### config.mk
export PLATFORM = sky130hd
export DESIGN_NAME = jti_cell
export DESIGN_NICKNAME = d
export VERILOG_FILES = /design/src/hdl/jti_pkg.sv /design/src/hdl/jti_cell.sv
export SDC_FILE = /design/constraint.sdc
export NUM_CORES = 1
export LEC_CHECK = 0
export BUFFER_PORTS_ARGS = -buffer_cell sky130_fd_sc_hd__buf_2
export CORE_AREA = 5 5 259 261
export CTS_BUF_LIST = sky130_fd_sc_hd__clkbuf_4
export DETAILED_ROUTE_END_ITERATION = 16
export DIE_AREA = 0 0 264 266
export PLACE_DENSITY = 0.35
export SYNTH_ARGS = -nofsm -noshare
export SYNTH_HDL_FRONTEND = slang
export SYNTH_SLANG_ARGS = --single-unit
### constraint.sdc
create_clock -name clk -period 4.8 [get_ports clk]
set_clock_uncertainty 0.15 [all_clocks]
set_input_delay 0.48 -clock clk [delete_from_list [all_inputs] [get_ports clk]]
set_output_delay 0.48 -clock clk [all_outputs]
set_load 0.02 [all_outputs]
### src/hdl/jti_pkg.sv
// ----------------------------------------------------------------------------
// jti_pkg: shared types and constants of the joint trajectory interpolator
// Knot layout, status codes and function codes.
// ----------------------------------------------------------------------------
package jti_pkg;

  localparam int unsigned MAX_KNOTS_DEF = 64;
  localparam int unsigned JOINTS_DEF    = 6;
  localparam int unsigned JOINTS_MAX    = 6;

  localparam logic [1:0] ST_OK           = 2'd0;
  localparam logic [1:0] ST_EMPTY        = 2'd1;
  localparam logic [1:0] ST_BAD_INTERVAL = 2'd2;

  localparam logic FUNC_LOAD  = 1'b0;
  localparam logic FUNC_QUERY = 1'b1;

  // one knot as it travels along the cell chain
  typedef struct packed {
    logic [31:0]                    t;
    logic [JOINTS_MAX-1:0][31:0]    pos;
  } knot_t;

endpackage

### src/hdl/jti_cell.sv
// ----------------------------------------------------------------------------
// jti_cell: one knot slot of the chain
// Holds one knot; passes it to the previous cell of the ring each shift cycle.
// ----------------------------------------------------------------------------
module jti_cell (
  input  logic           clk,
  input  logic           wr,
  input  logic           shift,
  input  jti_pkg::knot_t wr_knot,
  input  jti_pkg::knot_t prev_knot,
  output jti_pkg::knot_t knot
);
  import jti_pkg::*;

  // load writes, query rotates the ring one slot per cycle
  always_ff @(posedge clk) begin
    if (wr) begin
      knot <= wr_knot;
    end else if (shift) begin
      knot <= prev_knot;
    end
  end

endmodule

==> out/metrics.yaml, run 1 <==
synth:
  synth_top_area_share_pct: 66.9
  synth_seq_area_share_pct: 66.9
  synth_cell_types: 6
  synthCells: 474
  yosys-top-cells-area: "edfxtp_1 67%, mux2_4 22%, mux2_2 8.4%, buf_6 2.0%, buf_2 0.35%"
  syn-num-nets: 925
  avgSynthCellArea_um2: 21.2
  yosysWarningCount: 0
  ys_seq_elements: 224
  synthesis.area_um2: 10100
  yosysTopAreaCell: "edfxtp_1"
status:
  failing_step: "clock tree synthesis"
  status: "did not finish"
  firstError: "[ERROR RSZ-0060] Max buffer count reached."
placement:
  dp_cells: 1987
  dpl.hpwl_mm: 28.7
  place.gp.congestion: 0.844
  port_buffers: 674
clock_tree:
  cts.path.max_buffers: 3
  htree_levels: 3
  hold_buffers: 420
  cts-root-buf: "clkbuf_4"
  cts_sinks: 224
  post-cts-setup-buffers: 0
  numCtsBuffers: 71
  cts_resized: 0
floorplan:
  dieHeight_um: 266
  initial_utilization_pct: 15.6
  fp.dieW_um: 264
  pin_count: 675
  rows: 93
[cells in the mapped netlist]
cell type / count
or2_2: 1
edfxtp_1: 224
buf_6: 18
mux2_4: 149
mux2_2: 75
buf_2: 7
[logic make-up after synthesis]
logic type,synth area share (%)
muxes,30.7
and+or+nand+nor,0.0623
buffers and inverters,2.36
DFF,66.9
[through the flow]
step | setup slack (ps) | cell area (um^2) | hold slack [ps]
after floorplan | 539 | 10100 | 547
after global placement | 2050 | 14400 | 632
after detailed placement | 2020 | 14400 | 633
==> inputs of run 2 (changes only) <==
CORE_AREA = 5 5 261 263   (was 5 5 259 261)
CTS_BUF_LIST = default   (was sky130_fd_sc_hd__clkbuf_4)
DIE_AREA = 0 0 266 268   (was 0 0 264 266)
PLACE_DENSITY = default   (was 0.35)
PLACE_DENSITY_LB_ADDON = 0.15   (was default)
==> run 2 against run 1 <==
- the run now ends clean
- area after synthesis is the same
- synthesized cell count stayed put
==> out/metrics.yaml, run 2 <==
synth:
  yosys-top-cells-area: "edfxtp_1 67%, mux2_4 22%, mux2_2 8.4%, buf_6 2.0%, buf_2 0.35%"
  synth_top_area_share_pct: 66.9
  synthCells: 474
  synth_enable_flop_cells: 224
  synth_most_common_cell: "edfxtp_1"
  synthesis.area_um2: 10100
  yosysWarningCount: 0
  yosysTopAreaCell: "edfxtp_1"
  syn-num-nets: 925
  synth_seq_area_share_pct: 66.9
  avgSynthCellArea_um2: 21.2
  synth_cell_types: 6
  async_reset_ff_share_pct: 0
  ys_seq_elements: 224
  yosys-top-cells-count: "224 x edfxtp_1, 149 x mux2_4, 75 x mux2_2"
  synth_ff_type: "edfxtp_1"
hold_path:
  hp-class: "in2reg"
placement:
  place.gp.congestion: 0.768
  place_ws_ps: 2400
  dpl.hpwl_mm: 30.5
  port_buffers: 674
  dpl_cell_area_um2: 14400
  dp_cells: 1999
sta:
  rsz0062_at_grt: "no"
  tns_ps: 0
  finalSetupViolCount: 0
  fin_ws_ps: 2550
  tightestPinTransition_ps: 1020
  post-route-min-period_ps: 2250
  holdWs_ps: 60.2
  finalMaxSlewViolations: 0
  hold_viol: 0
  period_share_pct: 46.9
  maxSlewHeadroom_pct: 31.8
  fmax_ghz: 0.444
cells_and_area:
  multi_input_area_um2: 3090
  fillerInstances: 6920
  final_common_cell: "buf_2"
  final_nets: 1853
  drive_gt1_share_pct: 66.7
  layout.cells.non_filler: 2294
  top_regs: "knot: 224 flops"
  largest_reg_flops: 224
  final_cell_mix: "673 x buf_2, 236 x dlygate4sd3_1, 224 x edfxtp_1"
  syn_to_final_growth_pct: 76.2
  fin_area_um2: 17700
  final_util_pct: 27.1
  regArea_um2: 6730
  regMostFlops: "knot"
route:
  drc: 0
  vias: 7970
  highest_layer: "met5"
  drt_iter0_drc: 250
  antenna_left: 0
  drt_wl_total_mm: 39.2
  dr.pass1.iters: 4
  wire_per_inst_um: 17.1
  route.met3.wl_mm: 3.59
  dr_wl_met2_mm: 20.8
  wl_met1_mm: 13.8
  viasPerCell: 3.47
clock_tree:
  cts.path.max_buffers: 3
  cts_tree: "yes"
  numCtsBuffers: 29
  clkTransAtPathRegs_ps: 60
  post-cts-setup-buffers: 0
  htree_levels: 1
  cts_resized: 0
  cts_sinks: 224
  cts-root-buf: "clkbuf_16"
setup_path:
  crit_path_end_kind: "register"
  start_kind: "input port"
  cp_max_fo: 116
  cp.required_ps: 4980
  crit_type: "in2reg"
  worstPathArrival_ps: 2430
global_routing:
  grt_pass1_wl_mm: 54.3
  grt_antenna_before_repair: 14
  grt.total_usage_pct: 9.99
  grt_overflow: 0
  grt_pass1_vias: 8683
  grt_max_degree: 117
power:
  total_power_mw: 5.81
  powerDensity_nw_per_um2: 328
  p_leak_nw: 7.97
  ir_worst_vdd_mv: 0.229
floorplan:
  fp.dieW_um: 266
  dieHeight_um: 268
  initial_utilization_pct: 15.4
  core_um2: 65400
  rows: 94
  pin_count: 675
  die_area_um2: 71300
job:
  drv_cap: 0
status:
  status: "complete, no violations"
run 2: cell counts after synthesis:
No cell type changed its count.
run 2: path summary, 6_finish.rpt:
check	depth (start not counted)	from	endpoint
worst max-delay path	4	wr	knot[71]
worst min-delay path	2	prev_knot[105]	knot[105]
run 2: final cells by class:
class                           count  share of cell area [%]
Antenna cell                        6                  0.0848
Clock buffer                       36                    4.25
Clock inverter                     17                   0.841
Multi-Input combinational cell    225                    17.4
Sequential cell                   224                    38.0
Tap cell                          864                    6.10
Timing Repair Buffer              922                    33.3
run 2: cell families after synthesis:
group,count (synthesis),synth area share [%]
buffers and inverters,25,2.36
DFF,224,66.9
and+or+nand+nor,1,0.0623
muxes,224,30.7
run 2: critical path, stage by stage:
cell and delay, ps:
buf_8 180, buf_12 430, mux2_2 410, dlygate4sd3_1 570
run 2: report_power, final:
| group | internal [mW] | leakage, nW | switching (mW) |
|---|---|---|---|
| clock | 1.22 | 0.443 | 0.890 |
| combinational | 0.626 | 5.24 | 0.612 |
| sequential | 2.40 | 2.28 | 0.0611 |
| total | 4.25 | 7.97 | 1.56 |
run 2: timing repair:
item,4_1_cts,5_1_grt
endpoints found under the hold margin,130,0
setup endpoints to repair,0,0
hold buffers,236,0
run 2: layer usage:
layer  up-vias  track usage [%]
li1       3745                -
met1      3819             10.5
met2       351             18.9
met3        53             3.72
met4         2             2.59
met5         -                0
No activity file was read; power rests on OpenSTA's default activity.
