$ cat config.mk
export PLATFORM = sky130hd
export DESIGN_NAME = jti_div
export DESIGN_NICKNAME = d
export VERILOG_FILES = /design/src/hdl/jti_pkg.sv /design/src/hdl/jti_div.sv
export SDC_FILE = /design/constraint.sdc
export NUM_CORES = 1
export LEC_CHECK = 0
export BUFFER_PORTS_ARGS = -buffer_cell sky130_fd_sc_hd__buf_4
export CORE_MARGIN = 2
export CORE_UTILIZATION = 35
export CTS_BUF_LIST = sky130_fd_sc_hd__clkbuf_2 sky130_fd_sc_hd__clkbuf_4 sky130_fd_sc_hd__clkbuf_8
export CTS_CLUSTER_DIAMETER = 100
export DETAILED_ROUTE_END_ITERATION = 16
export SLEW_MARGIN = 30
export SYNTH_ARGS = -nofsm -noshare
export SYNTH_HDL_FRONTEND = slang
export SYNTH_SLANG_ARGS = --single-unit
$ cat constraint.sdc
create_clock -name clk -period 3.5 [get_ports clk]
set_input_delay 0.175 -clock clk [delete_from_list [all_inputs] [get_ports clk]]
set_output_delay 0.175 -clock clk [all_outputs]
set_load 0.05 [all_outputs]
$ cat src/hdl/jti_pkg.sv
// ----------------------------------------------------------------------------
// jti_pkg: shared types and constants of the joint trajectory interpolator
// Knot layout, status codes and function codes.
// ----------------------------------------------------------------------------
package jti_pkg;

  localparam int unsigned MAX_KNOTS_DEF = 64;
  localparam int unsigned JOINTS_DEF    = 6;
  localparam int unsigned JOINTS_MAX    = 6;

  localparam logic [1:0] ST_OK           = 2'd0;
  localparam logic [1:0] ST_EMPTY        = 2'd1;
  localparam logic [1:0] ST_BAD_INTERVAL = 2'd2;

  localparam logic FUNC_LOAD  = 1'b0;
  localparam logic FUNC_QUERY = 1'b1;

  // one knot as it travels along the cell chain
  typedef struct packed {
    logic [31:0]                    t;
    logic [JOINTS_MAX-1:0][31:0]    pos;
  } knot_t;

endpackage

$ cat src/hdl/jti_div.sv
// ----------------------------------------------------------------------------
// jti_div: serial restoring divider for the 16-bit fraction
// Computes (num << 16) / den for num < den, one quotient bit per cycle.
// ----------------------------------------------------------------------------
module jti_div (
  input  logic        clk,
  input  logic        rst,
  input  logic        start,
  input  logic [31:0] num,
  input  logic [31:0] den,
  output logic        done,
  output logic [15:0] quo
);
  import jti_pkg::*;

  logic [32:0] rem;
  logic [31:0] dvs;
  logic [4:0]  cnt;
  logic        busy;
  logic [33:0] trial;

  // num < den always holds here, so the quotient fits 16 bits
  assign trial = {rem, 1'b0} - {2'b0, dvs};

  always_ff @(posedge clk) begin
    if (rst) begin
      busy <= 1'b0;
      done <= 1'b0;
    end else begin
      done <= 1'b0;
      if (start) begin
        busy <= 1'b1;
        cnt  <= 5'd0;
        rem  <= {1'b0, num};
        dvs  <= den;
      end else if (busy) begin
        if (!trial[33]) begin
          rem <= trial[32:0];
          quo <= {quo[14:0], 1'b1};
        end else begin
          rem <= {rem[31:0], 1'b0};
          quo <= {quo[14:0], 1'b0};
        end
        cnt <= cnt + 5'd1;
        if (cnt == 5'd15) begin
          busy <= 1'b0;
          done <= 1'b1;
        end
      end
    end
  end

endmodule

# Word level (Yosys, flattened, before mapping)
# Index checks and enable logic that the tools add are counted.
classes:
  addsub: 2
  muxes: 9
  n_eq_ne: 1
  bitwise: 3
  n_reduce_logical: 5
ops:
  columns: ["operator", "n"]
  rows:
  - ["two-way mux 33 bit", 2]
  - ["subtractor 34 x 32 -> 34 bit", 1]
  - ["two-way mux 32 bit", 1]
  - ["adder 5 x 1 -> 5 bit (second input constant)", 1]
  - ["== test 5 x 4 -> 1 bit (second input constant)", 1]
  - ["two-way mux 1 bit", 5]
  - ["two-way mux 5 bit", 1]
  - ["AND reduction 2 bit", 2]
  - ["NOT 1 bit", 3]
  - ["AND reduction 3 bit", 1]
  - ["OR reduction 3 bit", 1]
  - ["nonzero test 2 bit", 1]
totals:
  register_bits: 88
  output_inout_bits: 17
  in_bits: 67

# Depth between registers and ports, before layout
depth:
  depth_word: 4
  ltp_mapped: 14

# Worst setup path after synthesis
# No wires, ideal clock.
synth_timing:
  path_kind: "input port to flip-flop"
  start: "input start"
  end: "register cnt[0] (enable)"
  path_stages: 4
  required_time_ns: 3.067
  arrival_time_ns: 2.431
  slack_ns: 0.636
  cell_sequence: "clkbuf_1 clkbuf_1 nor2_1 nor2_1"
synth_via:
  elab_chain_cells: 2
synth_lines:
  columns: ["item", "line", "rtl"]
  rows:
  - ["from (decl)", "jti_div.sv:8", "input logic start,"]
  - ["nonzero test 2 bit (no source line)", null, null]
  - ["AND reduction 2 bit (no source line)", null, null]
  - ["to (signal assigned)", "jti_div.sv:44", "cnt <= cnt + 5'd1;"]
  - ["to (decl)", "jti_div.sv:18", "logic [4:0] cnt;"]
# No other way between the ends.
# A chain may end at the register's enable or synchronous reset.

# Final worst setup path
layout_timing:
  start: "register rem[1]"
  end: "register rem[32] (data pin)"
layout_via:
  elab_chain_cells: 3
layout_lines:
  columns: ["item", "line", "rtl"]
  rows:
  - ["from (decl)", "jti_div.sv:16", "logic [32:0] rem;"]
  - ["from (signal assigned)", "jti_div.sv:34", "rem <= {1'b0, num};"]
  - ["from (signal assigned)", "jti_div.sv:38", "rem <= trial[32:0];"]
  - ["from (signal assigned)", "jti_div.sv:41", "rem <= {rem[31:0], 1'b0};"]
  - ["subtractor 34 x 32 -> 34 bit", "jti_div.sv:23", "assign trial = {rem, 1'b0} - {2'b0, dvs};"]
  - ["two-way mux 33 bit", "jti_div.sv:37", "if (!trial[33]) begin"]
  - ["two-way mux 33 bit", "jti_div.sv:36", "end else if (busy) begin"]
# No other way between the ends. The select of a mux whose other input is x is not followed.

==> flow_metrics.py <==
metrics = {
    "sta": {
        "fmax_mhz": 313,
        "final.setup_skew_ps": 10.4,
        "slew-limit-headroom_pct": 44.4,
        "tns_ps": 0,
        "tightestPinTransition_ps": 833,
        "finalSetupViolCount": 0,
        "fin_crit_ps": 3200,
        "layout_setup_ws_ps": 301,
        "rsz0062_at_grt": "false",
        "timing.final.max_slew_violations": 0,
        "period_share_pct": 91.4,
        "hold_viol": 0,
    },
    "layout": {
        "drive_gt1_share_pct": 18.6,
        "area_growth_pct": 24.7,
        "fin_util_pct": 44.2,
        "final_area_sq_um": 6670,
        "layout_commonest_cell": "edfxtp_1",
        "antenna_cells": 0,
        "stdcell_count": 795,
        "final_cell_mix": "86 x edfxtp_1, 85 x buf_4, 51 x nand2_1",
        "nNetsFinal": 703,
    },
    "global_route": {
        "grt_pass1_vias": 4068,
        "antenna_found_initial": 0,
        "grt.total_usage_pct": 15.0,
        "grt_pass1_wl_um": 19300,
        "grt_max_degree": 74,
        "overflow": 0,
    },
    "detailed_routing": {
        "wl_per_cell_um": 14.8,
        "drc": 0,
        "first_pass_iters": 4,
        "met3WireLength_um": 371,
        "top_layer": "met4",
        "wl_met1_um": 5500,
        "drtAntennaViolNets": 0,
        "vias_per_cell": 5.06,
        "drt_iter0_drc": 205,
        "wl_met2_um": 5710,
        "num_vias": 4021,
        "wl_um": 11700,
    },
    "clocking": {
        "clock_path_buffers": 2,
        "clock_latency_ps": 370,
        "cts_tree": "yes",
        "cts_max_level": 3,
        "post_cts_resized": 0,
        "root_buffer": "clkbuf_8",
        "numCtsBuffers": 9,
        "cts_num_sinks": 88,
        "clk_pin_slew_ps": 100,
    },
    "placed_design": {
        "dp_worst_setup_slack_ps": 337,
        "gp_congestion": 0.850,
        "place_inst": 747,
        "placed_cell_area_sq_um": 6120,
        "dpl.hpwl_um": 8460,
        "portBuffers": 83,
    },
    "logic_synthesis": {
        "syn_avg_cell_area_sq_um": 10.7,
        "synth_seq_cells": 88,
        "synth_ff_type": "edfxtp_1",
        "yosys_warnings": 0,
        "synth_cell_types": 60,
        "synth_edf_count": 86,
        "ys_seq_area_share_pct": 49.0,
        "syn_inst": 498,
        "syn_nets": 599,
        "synthesis.area_sq_um": 5350,
        "yosysTopAreaCellShare_pct": 48.3,
        "yosys.area.top_type": "edfxtp_1",
        "synthArstFlopShare_pct": 0,
        "synth_area_leaders": "edfxtp_1 48%, ha_1 7.7%, mux2i_1 4.7%",
    },
    "critical_path": {
        "r2r-end": "rem[32]",
        "worstPathRequired_ps": 3630,
        "worst_r2r_path_depth": 10,
        "worstSetupEndpoint": "rem[32]",
        "crit_type": "register to register",
        "r2r_slack_ps": 300,
        "crit_path_start": "rem[1]",
        "worst-path-max-fanout": 4,
        "timing.rr.start": "rem[1]",
        "cp.arrival_ps": 3330,
        "end_kind": "register",
        "cp-start-kind": "register",
    },
    "power_and_ir_drop": {
        "power_leakage_nw": 2.77,
        "peakVddDrop_mv": 0.205,
        "power_density_nw_per_um2": 478,
    },
    "worst_hold_path": {
        "holdCritPathClass": "primary input to register",
    },
    "floorplan": {
        "die_y_um": 128,
        "ios": 84,
        "dieArea_sq_um": 16300,
        "core_area_sq_um": 15100,
        "std_cell_rows": 45,
        "die_w_um": 128,
        "initial_utilization_pct": 35.4,
    },
    "run_status": {
        "status": "finished, final reports clean",
    },
    "flow_run": {
        "drv_cap": 0,
    },
}
## what timing repair did
| item | 4_1_cts | 5_1_grt |
|---|---|---|
| hold endpoints to repair | 32 | 0 |
| setup buffers | 0 | 0 |
| hold buffers | 32 | 0 |
## report_power, final
group	leakage (nW)	total, mW	switching, mW	internal (mW)
Clock	0.107	0.824	0.414	0.410
Combinational	1.83	1.05	0.565	0.489
Sequential	0.829	1.31	0.0405	1.27
Total	2.77	3.19	1.02	2.17
## per-layer routing
metal	global-route usage, %	up-vias
met2	25.3	82
li1	-	2026
met4	5.37	0
met1	19.2	1904
met3	3.10	9
met5	0	-
## sequential cells by signal (all words and copies together) (netlist names)
| signal | count |
|---|---|
| busy | 1 |
| cnt | 5 |
| quo | 16 |
| dvs | 32 |
| done | 1 |
| rem | 33 |
## metrics by stage
stage	hold slack (ps)	power [mW]
6_report	40.8	3.19
5_1_grt	17.9	3.39
4_1_cts	14.6	3.22
3_5_place_dp	354	2.37
3_3_place_gp	353	2.34
2_1_floorplan	248	2.17
## area by class of cell
class                   instances  area [sq um]
flip-flops and latches         88          2620
clock buffers                   9           124
multi-input cells             346          2440
fillers                      1478          8420
repair buffers                119           998
well taps                     188           235
clock inverters                 7           101
inverters                      38           143
## logic make-up (layout without fill, tap and decap cells)
family | Yosys count | count (layout) | synth area share [%]
fa+ha+maj | 34 | 34 | 8.09
xor+xnor | 31 | 31 | 5.22
flops | 88 | 88 | 49.0
compound gates | 128 | 128 | 15.2
mux | 26 | 26 | 4.89
buf+inv | 64 | 173 | 5.99
simple gates | 127 | 127 | 11.6
## critical path, stage by stage, from the launching register on
cell	delay, ps
edfxtp_1	410
ha_1	370
nor2b_1	170
o31a_1	280
o31ai_2	290
a21oi_1	160
o32ai_2	360
o21a_1	260
nor4_1	90
nor4b_2	240
mux2_1	340
## Yosys cell counts (all sizes together) (13+ instances only)
cell type,instances
a21o,14
o21ai,45
nand2,51
xor2,13
edfxtp,86
inv,38
mux2i,25
buf,16
nor2,25
ha,33
xnor2,18
a21oi,29
## how the worst min path moves through the flow
stage | start | end | depth (start not counted)
detailed placement | den[10] | dvs[10] | 1
floorplan | rst | busy | 1
CTS | rst | busy | 2
global placement | den[9] | dvs[9] | 1
global route | rst | busy | 2
finish | rst | busy | 2
(Power assumes the default switching activity.)
